--- src/bdq_pkg.sv ---
// Package for the bounded deque: action and status codes, result descriptor, defaults.
package bdq_pkg;

	localparam int DEPTH_DEFAULT = 16;
	localparam int DATA_W        = 32;
	localparam int OCC_W         = 5;

	typedef enum logic [1:0] {
		ACT_PUSH_FRONT = 2'd0,
		ACT_PUSH_REAR  = 2'd1,
		ACT_POP_FRONT  = 2'd2,
		ACT_POP_REAR   = 2'd3
	} action_t;

	typedef enum logic [1:0] {
		ST_DONE  = 2'd0,
		ST_FULL  = 2'd1,
		ST_EMPTY = 2'd2
	} status_t;

	// What the control stage hands to the read stage for one item.
	typedef struct packed {
		logic             pop_ok;
		status_t          status;
		logic [OCC_W-1:0] occupancy;
	} res_t;

endpackage

--- src/bdq_in_if.sv ---
// Input channel of the deque: action and data word with valid/ready.
interface bdq_in_if;
	logic               valid;
	logic               ready;
	logic [1:0]         action;
	logic signed [31:0] data_in;

	modport source (output valid, output action, output data_in, input ready);
	modport sink   (input valid, input action, input data_in, output ready);
endinterface

--- src/bdq_out_if.sv ---
// Result channel of the deque: popped word, status and occupancy with valid/ready.
interface bdq_out_if;
	logic               valid;
	logic               ready;
	logic signed [31:0] data_out;
	logic [1:0]         status;
	logic [4:0]         occupancy;

	modport source (output valid, output data_out, output status, output occupancy,
		input ready);
	modport sink   (input valid, input data_out, input status, input occupancy,
		output ready);
endinterface

--- src/bdq_ram.sv ---
// Storage of the deque: single-port synchronous RAM with registered read data.
module bdq_ram #(
	parameter int DEPTH = bdq_pkg::DEPTH_DEFAULT,
	parameter int AW    = $clog2(DEPTH)
) (
	input  logic                          clk,
	input  logic                          we,
	input  logic                          re,
	input  logic [AW-1:0]                 addr,
	input  logic [bdq_pkg::DATA_W-1:0]    wdata,
	output logic [bdq_pkg::DATA_W-1:0]    rdata
);
	import bdq_pkg::*;

	logic [DATA_W-1:0] mem [DEPTH];
	logic [DATA_W-1:0] rdata_q;

	always_ff @(posedge clk) begin
		if (we) begin
			mem[addr] <= wdata;
		end
	end

	// Hold the last read word until the next read is issued.
	always_ff @(posedge clk) begin
		if (re) begin
			rdata_q <= mem[addr];
		end
	end

	assign rdata = rdata_q;
endmodule

--- src/bdq_ctrl.sv ---
// Pointer and fill-count control: decodes an item, addresses the RAM, updates state.
module bdq_ctrl #(
	parameter int DEPTH = bdq_pkg::DEPTH_DEFAULT,
	parameter int AW    = $clog2(DEPTH)
) (
	input  logic                          clk,
	input  logic                          arst_n,
	input  logic                          accept,
	input  logic [1:0]                    action,
	input  logic [bdq_pkg::DATA_W-1:0]    data_in,
	output logic                          mem_we,
	output logic                          mem_re,
	output logic [AW-1:0]                 mem_addr,
	output logic [bdq_pkg::DATA_W-1:0]    mem_wdata,
	output bdq_pkg::res_t                 res
);
	import bdq_pkg::*;

	localparam int CW = $clog2(DEPTH + 1);
	localparam int SW = CW + 1;
	localparam int XW = (CW > OCC_W) ? CW : OCC_W;

	logic [AW-1:0] head_q;
	logic [CW-1:0] fill_q;

	logic [AW-1:0] head_d;
	logic [CW-1:0] fill_d;
	logic          full;
	logic          empty;
	logic [AW-1:0] head_dec;
	logic [AW-1:0] head_inc;
	logic [SW-1:0] rear_sum;
	logic [SW-1:0] rear_wrap;
	logic [AW-1:0] rear_pos;
	logic          push_ok;
	logic          pop_ok;
	status_t       status;
	logic [XW-1:0] occ_ext;

	assign full  = (fill_q == CW'(DEPTH));
	assign empty = (fill_q == '0);

	assign head_dec = (head_q == '0) ? AW'(DEPTH - 1) : head_q - AW'(1);
	assign head_inc = (head_q == AW'(DEPTH - 1)) ? '0 : head_q + AW'(1);

	// Rear slot: head + fill on push, one less on pop; below twice DEPTH unless empty.
	always_comb begin
		rear_sum = SW'(head_q) + SW'(fill_q);
		if (action_t'(action) == ACT_POP_REAR) begin
			rear_sum = rear_sum - SW'(1);
		end
		rear_wrap = (rear_sum >= SW'(DEPTH)) ? rear_sum - SW'(DEPTH) : rear_sum;
		rear_pos  = rear_wrap[AW-1:0];
	end

	always_comb begin
		head_d   = head_q;
		fill_d   = fill_q;
		push_ok  = 1'b0;
		pop_ok   = 1'b0;
		status   = ST_DONE;
		mem_addr = rear_pos;
		unique case (action_t'(action))
			ACT_PUSH_FRONT: begin
				mem_addr = head_dec;
				if (full) begin
					status = ST_FULL;
				end else begin
					push_ok = 1'b1;
					head_d  = head_dec;
					fill_d  = fill_q + CW'(1);
				end
			end
			ACT_PUSH_REAR: begin
				if (full) begin
					status = ST_FULL;
				end else begin
					push_ok = 1'b1;
					fill_d  = fill_q + CW'(1);
				end
			end
			ACT_POP_FRONT: begin
				mem_addr = head_q;
				if (empty) begin
					status = ST_EMPTY;
				end else begin
					pop_ok = 1'b1;
					head_d = head_inc;
					fill_d = fill_q - CW'(1);
				end
			end
			ACT_POP_REAR: begin
				if (empty) begin
					status = ST_EMPTY;
				end else begin
					pop_ok = 1'b1;
					fill_d = fill_q - CW'(1);
				end
			end
		endcase
	end

	always_ff @(posedge clk or negedge arst_n) begin
		if (!arst_n) begin
			head_q <= '0;
			fill_q <= '0;
		end else if (accept) begin
			head_q <= head_d;
			fill_q <= fill_d;
		end
	end

	assign mem_we    = accept && push_ok;
	assign mem_re    = accept && pop_ok;
	assign mem_wdata = data_in;

	assign occ_ext       = XW'(fill_d);
	assign res.pop_ok    = pop_ok;
	assign res.status    = status;
	assign res.occupancy = occ_ext[OCC_W-1:0];
endmodule

--- src/bounded_double_ended_queue.sv ---
// Top level of the bounded deque: control, storage, read stage and output register.
//
//  channel   dir   handshake     payload
//  in_ch     in    valid/ready   action[1:0], data_in[31:0]
//  out_ch    out   valid/ready   data_out[31:0], status[1:0], occupancy[4:0]
//
// One item per cycle when the result side keeps up; each result passes through the
// read stage, fed by the registered read of the storage RAM, and the output register.
// Pointers and fill count clear on arst_n; the RAM needs no clearing pass.
// A stalled result holds the output register and then the read stage; the input
// is held off only once both are occupied.
module bounded_double_ended_queue #(
	parameter int DEPTH = bdq_pkg::DEPTH_DEFAULT
) (
	input  logic      clk,
	input  logic      arst_n,
	bdq_in_if.sink    in_ch,
	bdq_out_if.source out_ch
);
	import bdq_pkg::*;

	localparam int AW = (DEPTH > 1) ? $clog2(DEPTH) : 1;

	logic              accept;
	logic              advance;
	logic              mem_we;
	logic              mem_re;
	logic [AW-1:0]     mem_addr;
	logic [DATA_W-1:0] mem_wdata;
	logic [DATA_W-1:0] mem_rdata;
	res_t              res;

	logic              valid_s1;
	res_t              res_s1;

	logic              out_valid_q;
	logic [DATA_W-1:0] out_data_q;
	status_t           out_status_q;
	logic [OCC_W-1:0]  out_occ_q;

	assign advance     = !out_valid_q || out_ch.ready;
	assign in_ch.ready = !valid_s1 || advance;
	assign accept      = in_ch.valid && in_ch.ready;

	bdq_ctrl #(
		.DEPTH (DEPTH),
		.AW    (AW)
	) u_ctrl (
		.clk       (clk),
		.arst_n    (arst_n),
		.accept    (accept),
		.action    (in_ch.action),
		.data_in   (in_ch.data_in),
		.mem_we    (mem_we),
		.mem_re    (mem_re),
		.mem_addr  (mem_addr),
		.mem_wdata (mem_wdata),
		.res       (res)
	);

	bdq_ram #(
		.DEPTH (DEPTH),
		.AW    (AW)
	) u_ram (
		.clk   (clk),
		.we    (mem_we),
		.re    (mem_re),
		.addr  (mem_addr),
		.wdata (mem_wdata),
		.rdata (mem_rdata)
	);

	// Read stage: wait for the RAM word, hold while the output register is full.
	always_ff @(posedge clk or negedge arst_n) begin
		if (!arst_n) begin
			valid_s1 <= 1'b0;
		end else if (accept) begin
			valid_s1 <= 1'b1;
		end else if (advance) begin
			valid_s1 <= 1'b0;
		end
	end

	always_ff @(posedge clk) begin
		if (accept) begin
			res_s1 <= res;
		end
	end

	always_ff @(posedge clk or negedge arst_n) begin
		if (!arst_n) begin
			out_valid_q <= 1'b0;
		end else if (advance) begin
			out_valid_q <= valid_s1;
		end
	end

	always_ff @(posedge clk) begin
		if (advance && valid_s1) begin
			out_data_q   <= res_s1.pop_ok ? mem_rdata : '0;
			out_status_q <= res_s1.status;
			out_occ_q    <= res_s1.occupancy;
		end
	end

	assign out_ch.valid     = out_valid_q;
	assign out_ch.data_out  = out_data_q;
	assign out_ch.status    = out_status_q;
	assign out_ch.occupancy = out_occ_q;
endmodule

--- src/flat_wrapper.sv ---
// flat-port wrapper written by rule: the top's interface ports become plain ports
module bounded_double_ended_queue_flat import bdq_pkg::*;
#(
	parameter int DEPTH = bdq_pkg::DEPTH_DEFAULT
)
  (clk, arst_n, in_ch_valid, in_ch_action, in_ch_data_in, in_ch_ready, out_ch_valid, out_ch_data_out, out_ch_status, out_ch_occupancy, out_ch_ready);
  bdq_in_if in_ch_i ();
  bdq_out_if out_ch_i ();
  input  logic clk;
  input  logic arst_n;
  input wire logic [$bits(in_ch_i.valid)-1:0] in_ch_valid;
  input wire logic [$bits(in_ch_i.action)-1:0] in_ch_action;
  input wire logic [$bits(in_ch_i.data_in)-1:0] in_ch_data_in;
  output wire logic [$bits(in_ch_i.ready)-1:0] in_ch_ready;
  output wire logic [$bits(out_ch_i.valid)-1:0] out_ch_valid;
  output wire logic [$bits(out_ch_i.data_out)-1:0] out_ch_data_out;
  output wire logic [$bits(out_ch_i.status)-1:0] out_ch_status;
  output wire logic [$bits(out_ch_i.occupancy)-1:0] out_ch_occupancy;
  input wire logic [$bits(out_ch_i.ready)-1:0] out_ch_ready;
  assign in_ch_i.valid = in_ch_valid;
  assign in_ch_i.action = in_ch_action;
  assign in_ch_i.data_in = in_ch_data_in;
  assign in_ch_ready = in_ch_i.ready;
  assign out_ch_valid = out_ch_i.valid;
  assign out_ch_data_out = out_ch_i.data_out;
  assign out_ch_status = out_ch_i.status;
  assign out_ch_occupancy = out_ch_i.occupancy;
  assign out_ch_i.ready = out_ch_ready;
  bounded_double_ended_queue #(.DEPTH(DEPTH)) u_core (.clk(clk), .arst_n(arst_n), .in_ch(in_ch_i), .out_ch(out_ch_i));
endmodule
--- config.mk ---
export PLATFORM = sky130hd
export DESIGN_NAME = bounded_double_ended_queue_flat
export DESIGN_NICKNAME = d
export VERILOG_FILES = /design/src/bdq_pkg.sv /design/src/bdq_in_if.sv /design/src/bdq_out_if.sv /design/src/bdq_ram.sv /design/src/bdq_ctrl.sv /design/src/bounded_double_ended_queue.sv /design/src/flat_wrapper.sv
export SDC_FILE = /design/constraint.sdc
export NUM_CORES = 1
export LEC_CHECK = 0
export ABC_AREA = 1
export BUFFER_PORTS_ARGS = -buffer_cell sky130_fd_sc_hd__buf_2
export CAP_MARGIN = 20
export CORE_MARGIN = 1
export CORE_UTILIZATION = 40
export CTS_CLUSTER_DIAMETER = 40
export CTS_CLUSTER_SIZE = 12
export DETAILED_ROUTE_END_ITERATION = 10
export PLACE_DENSITY_LB_ADDON = 0.15
export SLEW_MARGIN = 25
export SYNTH_ARGS = -nofsm -noshare
export SYNTH_HDL_FRONTEND = slang
export SYNTH_SLANG_ARGS = --single-unit
--- constraint.sdc ---
create_clock -name clk -period 5.41 [get_ports clk]
set_clock_uncertainty 0.05 [all_clocks]
set_input_delay 0.8115 -clock clk [delete_from_list [all_inputs] [get_ports clk]]
set_output_delay 0.8115 -clock clk [all_outputs]
set_load 0.03 [all_outputs]
==> results of run 1 <==
[placed cells by master (no fill, tap or decap), types with 9 or more instances in the layout]
master,count
buf_12,11
buf_2,78
buf_4,34
bufinv_16,12
clkbuf_16,95
clkinv_1,10
clkinv_4,9
clkinvlp_4,14
dfrtp_1,11
edfxtp_1,591
inv_1,53
inv_6,9
nand2_1,1261
nand3_1,274
nor2_1,9
nor2_4,18
o21ai_0,12
[layer usage]
metal / vias to the layer above / wire [um] / track usage, %
li1: 8242 / - / -
met5: - / 0 / 0
met3: 88 / 3640 / 3.12
met2: 497 / 32400 / 35.2
met1: 8519 / 30200 / 28.7
met4: 0 / 1400 / 6.62
[registers in the layout (all words and copies together), names as in the netlist]
signal / count
u_core.out_ch.status: 2
u_core.res_s1: 8
u_core.out_ch.data_out: 32
u_core.valid_s1: 1
u_core.u_ram.rdata: 32
u_core.u_ctrl.head_q: 4
u_core.out_ch.valid: 1
u_core.u_ctrl.fill_q: 5
u_core.u_ram.mem: 512
u_core.out_ch.occupancy: 5
[cell type report]
| class | instances | area share [%] |
|---|---|---|
| repair buffers | 123 | 2.87 |
| clock inverters | 65 | 2.44 |
| multi-input cells | 1619 | 22.6 |
| clock buffers | 101 | 8.03 |
| flip-flops and latches | 602 | 59.8 |
| inverters | 59 | 0.743 |
| well taps | 846 | 3.51 |
[how the worst max path moves through the flow]
stage | end | slack (ns) | cells after the start | startpoint
finish | u_core.u_ram.rdata[8] | 0.99 | 14 | u_core.u_ctrl.head_q[0]
global route | u_core.u_ram.rdata[6] | 0.77 | 14 | u_core.u_ctrl.head_q[0]
CTS | u_core.u_ram.mem[11][10] | 1.01 | 10 | u_core.u_ctrl.head_q[0]
detailed placement | u_core.u_ram.mem[10][15] | 0.86 | 8 | in_ch_action[1]
global placement | u_core.u_ram.mem[10][15] | 0.88 | 8 | in_ch_action[1]
floorplan | u_core.u_ram.mem[12][0] | 1.36 | 12 | u_core.u_ctrl.fill_q[0]
[power by group]
part	total [uW]	switching [uW]	leakage [uW]	internal, uW
clock	5990	2170	0.00150	3820
sequential	5970	169	0.00551	5800
combinational	7450	5460	0.00558	1990
total	19400	7800	0.0126	11600
[metrics by stage]
stage | total power [uW] | setup slack (ns) | util [%] | hold WS [ns] | std cells
finish | 19400 | 0.986 | 47.7 | 0.0262 | 3415
global route | 20700 | 0.772 | 47.7 | 0.0323 | 3415
CTS | 19600 | 1.01 | 47.7 | 0.00487 | 3415
detailed placement | 13500 | 0.856 | 42.7 | 0.355 | 3249
global placement | 13500 | 0.876 | 42.7 | 0.358 | 3249
floorplan | 11400 | 1.36 | - | 0.350 | 2421
[kinds of logic (layout without fill, tap and decap cells)]
group | Yosys count | in the layout | share of synthesized area (%)
AO/OA/AOI/OAI | 27 | 27 | 0.576
adder cells (fa/ha/maj) | 9 | 9 | 0.469
flip-flops | 602 | 602 | 70.3
XOR/XNOR | 9 | 9 | 0.308
buffers and inverters | 200 | 348 | 3.80
AND/OR/NAND/NOR | 1574 | 1574 | 24.5
==> results.sh, run 1 <==
export IMPL_crit_type="reg -> reg"
export IMPL_diodes=0
export IMPL_gr_total_overflow=0
export IMPL_path_cells="ha_1 -> fa_1 -> inv_1 -> ha_1 -> nand3_1 -> nand2_4 -> buf_4 -> buf_4 -> nand2_1 -> nand2_1 -> nand2_1 -> nand2_1 -> nand2_1 -> nand2_1"
export IMPL_vias_per_cell=5.08
export IMPL_cts_resized=0
export IMPL_n_fill_cell=5752
export IMPL_vias=17300
export IMPL_rows=92
export IMPL_grt_use_total_pct=21.2
export IMPL_syn_to_final_growth_pct=17.6
export IMPL_synth_area_top_cells="edfxtp_1, nand2_1, nand3_1, buf_2, dfrtp_1"
export IMPL_syn_cell_area_sq_um=25600
export IMPL_async_reset_ff_share_pct=1.83
export IMPL_totalWireLength_um=67600
export IMPL_cp_common_cell="nand2_1"
export IMPL_reg2reg_to="u_core.u_ram.rdata[8]"
export IMPL_path_buf_inv=3
export IMPL_dieArea_sq_um=65100
export IMPL_post_cts_buffers=0
export IMPL_yosysMostFrequentCell="nand2_1"
export IMPL_fp_dieW_um=255
export IMPL_r2r_cells=14
export IMPL_crit_path_end_kind="flip-flop"
export IMPL_cts_root_buffer="clkbuf_16"
export IMPL_io_buffers=78
export IMPL_ir_worst_vdd_mv=0.794
export IMPL_dr_first_iter_drc_count=1255
export IMPL_synth_common_cells="nand2_1, edfxtp_1, nand3_1"
export IMPL_dr_pass1_iters=7
export IMPL_ff_latch_area_sq_um=18000
export IMPL_antenna_found_initial=0
export IMPL_drc=0
export IMPL_p_leak_uw=0.0126
export IMPL_drv_slew=0
export IMPL_critPathSlowestCell="buf_4"
export IMPL_synth_ff_type="edfxtp_1"
export IMPL_core_area_sq_um=63200
export IMPL_final_antenna_net_count=0
export IMPL_place_gp_congestion=0.792
export IMPL_tightest_slew_ns=1.06
export IMPL_synth_fp_nets=2468
export IMPL_cts_max_level=3
export IMPL_crit_required_ns=5.84
export IMPL_wl_per_cell_um=19.8
export IMPL_synth_distinct_cells=29
export IMPL_grt_max_degree=204
export IMPL_outcome="finished, final reports clean"
export IMPL_report_final_setup_viol=0
export IMPL_cts_tree="done"
export IMPL_clock_latency_ns=0.63
export IMPL_finalNetCount=2541
export IMPL_drv_cap=0
export IMPL_cts_hold_buffers=0
export IMPL_path_clk_slew_ns=0.05
export IMPL_yosysTopAreaCellShare_pct=69.3
export IMPL_ys_seq_area_share_pct=70.3
export IMPL_grt_pass1_wl_um=103000
export IMPL_post_dp_hpwl_um=34900
export IMPL_p_per_area_nw_per_um2=644
export IMPL_multi_input_area_sq_um=6810
export IMPL_period_share_pct=81.8
export IMPL_hold_violations=0
export IMPL_crit_arrival_ns=4.85
export IMPL_grt_pass1_vias=16900
export IMPL_synth_edf_count=591
export IMPL_ioPinCount=79
export IMPL_rsz0062_at_grt="no"
export IMPL_critical_path_top_delay_family="buffers and inverters"
export IMPL_r2r_start="u_core.u_ctrl.head_q[0]"
export IMPL_cts_sinks=602
export IMPL_synth_seq_cells=602
export IMPL_fin_area_sq_um=30100
export IMPL_netlist_instances=2421
export IMPL_rrSetupSlack_ns=0.99
export IMPL_crit_path_max_fanout=55
export IMPL_max_stage_delay_ns=0.69
export IMPL_startpoint_type="flip-flop"
export IMPL_fin_setup_tns_ns=0
export IMPL_hp_class="in -> async"
export IMPL_final_layout_size_suffix_gt1_share_pct=12.0
export IMPL_syn_avg_cell_area_sq_um=10.6
export IMPL_clock_path_buffers=3
export IMPL_start_util_pct=40.6
export IMPL_synth_area_leader_cell="edfxtp_1"
export IMPL_timing_final_crit_period_ns=4.42
export IMPL_timing_fmax_mhz=226
export IMPL_dpl_instance_area_sq_um=27000
export IMPL_ys_warn_count=0
export IMPL_cts_buffers=89
export IMPL_die_h_um=255
export IMPL_slew_headroom_pct=29.3
Note: power is estimated with default switching activity, not from simulation.
==> run 2: changes to the inputs <==
clock period = 3.54 ns   (was 5.41 ns; I/O delays follow)
==> run 2 against run 1 <==
  * Die area did not move
  * Final cell count rose by 0.73%
  * Non-clock buffer count rose by 13
  * Critical path type unchanged
  * Sequential power rose by 52%
  * Sequential share of layout area fell by 0.90 points
  * Worst hold slack improved by 0.14 ns
  * Via count fell by 0.18%
  * Critical path depth fell by 3
  * Global-route usage rose by 0.46 points
  * Fmax rose by 34%
==> results.sh, run 2 (same netlist as run 1, synthesis figures left out) <==
export IMPL_critical_path_top_delay_family="adder cells"
export IMPL_final_layout_size_suffix_gt1_share_pct=12.5
export IMPL_regMostFlops="u_core.u_ram.mem"
export IMPL_drc=0
export IMPL_rows=92
export IMPL_clock_path_buffers=3
export IMPL_dp_worst_setup_slack_ns=0.254
export IMPL_dieArea_sq_um=65100
export IMPL_layout_common_cells="nand2_1, edfxtp_1, nand3_1"
export IMPL_totalWireLength_um=69300
export IMPL_io_buffers=78
export IMPL_cts_tree="done"
export IMPL_dr_first_iter_drc_count=1373
export IMPL_hp_class="in -> reg"
export IMPL_vias_per_cell=5.03
export IMPL_finalNetCount=2562
export IMPL_ioPinCount=79
export IMPL_final_cells=3440
export IMPL_antenna_found_initial=5
export IMPL_drv_slew=0
export IMPL_fin_setup_tns_ns=0
export IMPL_outcome="finished, final reports clean"
export IMPL_cts_buffers=97
export IMPL_crit_required_ns=3.78
export IMPL_wl_per_cell_um=20.1
export IMPL_report_final_setup_viol=0
export IMPL_dp_cells=3261
export IMPL_grt_pass1_wl_um=104000
export IMPL_startpoint_type="flip-flop"
export IMPL_ir_worst_vdd_mv=1.11
export IMPL_grt_pass1_vias=16900
export IMPL_clock_latency_ns=0.63
export IMPL_dr_pass1_iters=5
export IMPL_crit_path_end_kind="flip-flop"
export IMPL_syn_to_final_growth_pct=19.4
export IMPL_tightest_slew_ns=0.757
export IMPL_path_clk_slew_ns=0.05
export IMPL_cts_sinks=602
export IMPL_fp_dieW_um=255
export IMPL_critPathSlowestCell="fa_1"
export IMPL_slew_headroom_pct=49.6
export IMPL_worst_slack_ns=0.229
export IMPL_timing_final_crit_period_ns=3.31
export IMPL_cp_common_cell="ha_1"
export IMPL_path_buf_inv=3
export IMPL_drv_cap=0
export IMPL_totalPowerFinal_uw=30200
export IMPL_p_per_area_nw_per_um2=987
export IMPL_diodes=0
export IMPL_vias=17300
export IMPL_period_share_pct=93.5
export IMPL_crit_type="reg -> reg"
export IMPL_crit_arrival_ns=3.55
export IMPL_timing_fmax_mhz=302
export IMPL_path_cells="ha_1 -> fa_1 -> inv_1 -> ha_1 -> a21oi_1 -> nand3b_1 -> nand2_4 -> inv_2 -> nand2_1 -> nor2_4 -> buf_4"
export IMPL_cts_root_buffer="clkbuf_16"
export IMPL_gr_total_overflow=0
export IMPL_final_common_cell="nand2_1"
export IMPL_crit_path_max_fanout=14
export IMPL_grt_max_degree=141
export IMPL_final_antenna_net_count=0
export IMPL_hold_violations=0
export IMPL_die_h_um=255
export IMPL_cts_max_level=3
export IMPL_place_gp_congestion=0.767
export IMPL_rsz0062_at_grt="no"
export IMPL_core_area_sq_um=63200
export IMPL_start_util_pct=40.6
export IMPL_largest_reg_flops=512
export IMPL_p_leak_uw=0.0128
export IMPL_grt_use_total_pct=21.7
export IMPL_holdWs_ns=0.164
export IMPL_max_stage_delay_ns=0.54
export IMPL_post_dp_hpwl_um=34400
[run 2: cell types whose count changed in the layout (fill, tap and decap cells not counted), moves of 3 or more]
cell | before | now
bufinv_16 | 12 | 9
clkinv_2 | 8 | 13
buf_4 | 34 | 25
clkbuf_1 | 4 | 8
clkbuf_16 | 95 | 102
clkinv_1 | 10 | 13
buf_12 | 11 | 32
clkinvlp_4 | 14 | 11
[run 2: power breakdown]
part | switching (uW) | total (uW) | internal (uW)
combinational | 8480 | 11800 | 3280
clock | 3410 | 9330 | 5920
sequential | 238 | 9100 | 8860
[run 2: worst min-delay path, delay by kind of cell]
| family | cells | cell delay, ns |
|---|---|---|
| simple gates | 2 | 0.11 |
| buf+inv | 2 | 0.15 |
[run 2: final cells by class]
class                      count  area (sq um)
fill                        5730         32600
sequential                   602         18000
multi-input combinational   1619          6810
clock buffer                 110          2580
timing repair buffer         136          1230
tap                          846          1060
clock inverter                68           669
inverter                      59           224
[run 2: per-stage QoR]
stage	utilization, %	instance area, sq um
after detailed placement	43.3	27300
after CTS	48.4	30600
final	48.4	30600
after global routing	48.4	30600
after global placement	43.3	27300
after floorplan	-	25600
[run 2: what timing repair did]
action / 4_1_cts / 5_1_grt
setup buffers: 0 / 0
hold buffers: 1 / 0
gates resized for setup: 0 / 0
endpoints found under the hold margin: 11 / 0
[run 2: routing by layer]
layer  up-vias  global-route usage (%)  share of wire, %
met4         4                    6.28               1.6
met5         -                       0             0.042
met3        86                    3.53               5.8
met2       519                    36.2                48
li1       8310                       -                 -
met1      8396                    29.1                44
[run 2: worst paths after layout]
check | startpoint | end | slack, ns | depth (start not counted)
max | u_core.u_ctrl.fill_q[0] | u_core.u_ram.mem[14][4] | 0.23 | 11
min | out_ch_ready | u_core.out_ch.valid | 0.16 | 4
max reg2reg | u_core.u_ctrl.fill_q[0] | u_core.u_ram.mem[14][4] | 0.23 | 11
min reg2reg | u_core.res_s1[0] | u_core.out_ch.occupancy[0] | 0.37 | 0
max in group asynchronous | arst_n | u_core.u_ctrl.head_q[3] | 2.87 | 2
min in group asynchronous | arst_n | u_core.out_ch.valid | 0.31 | 2
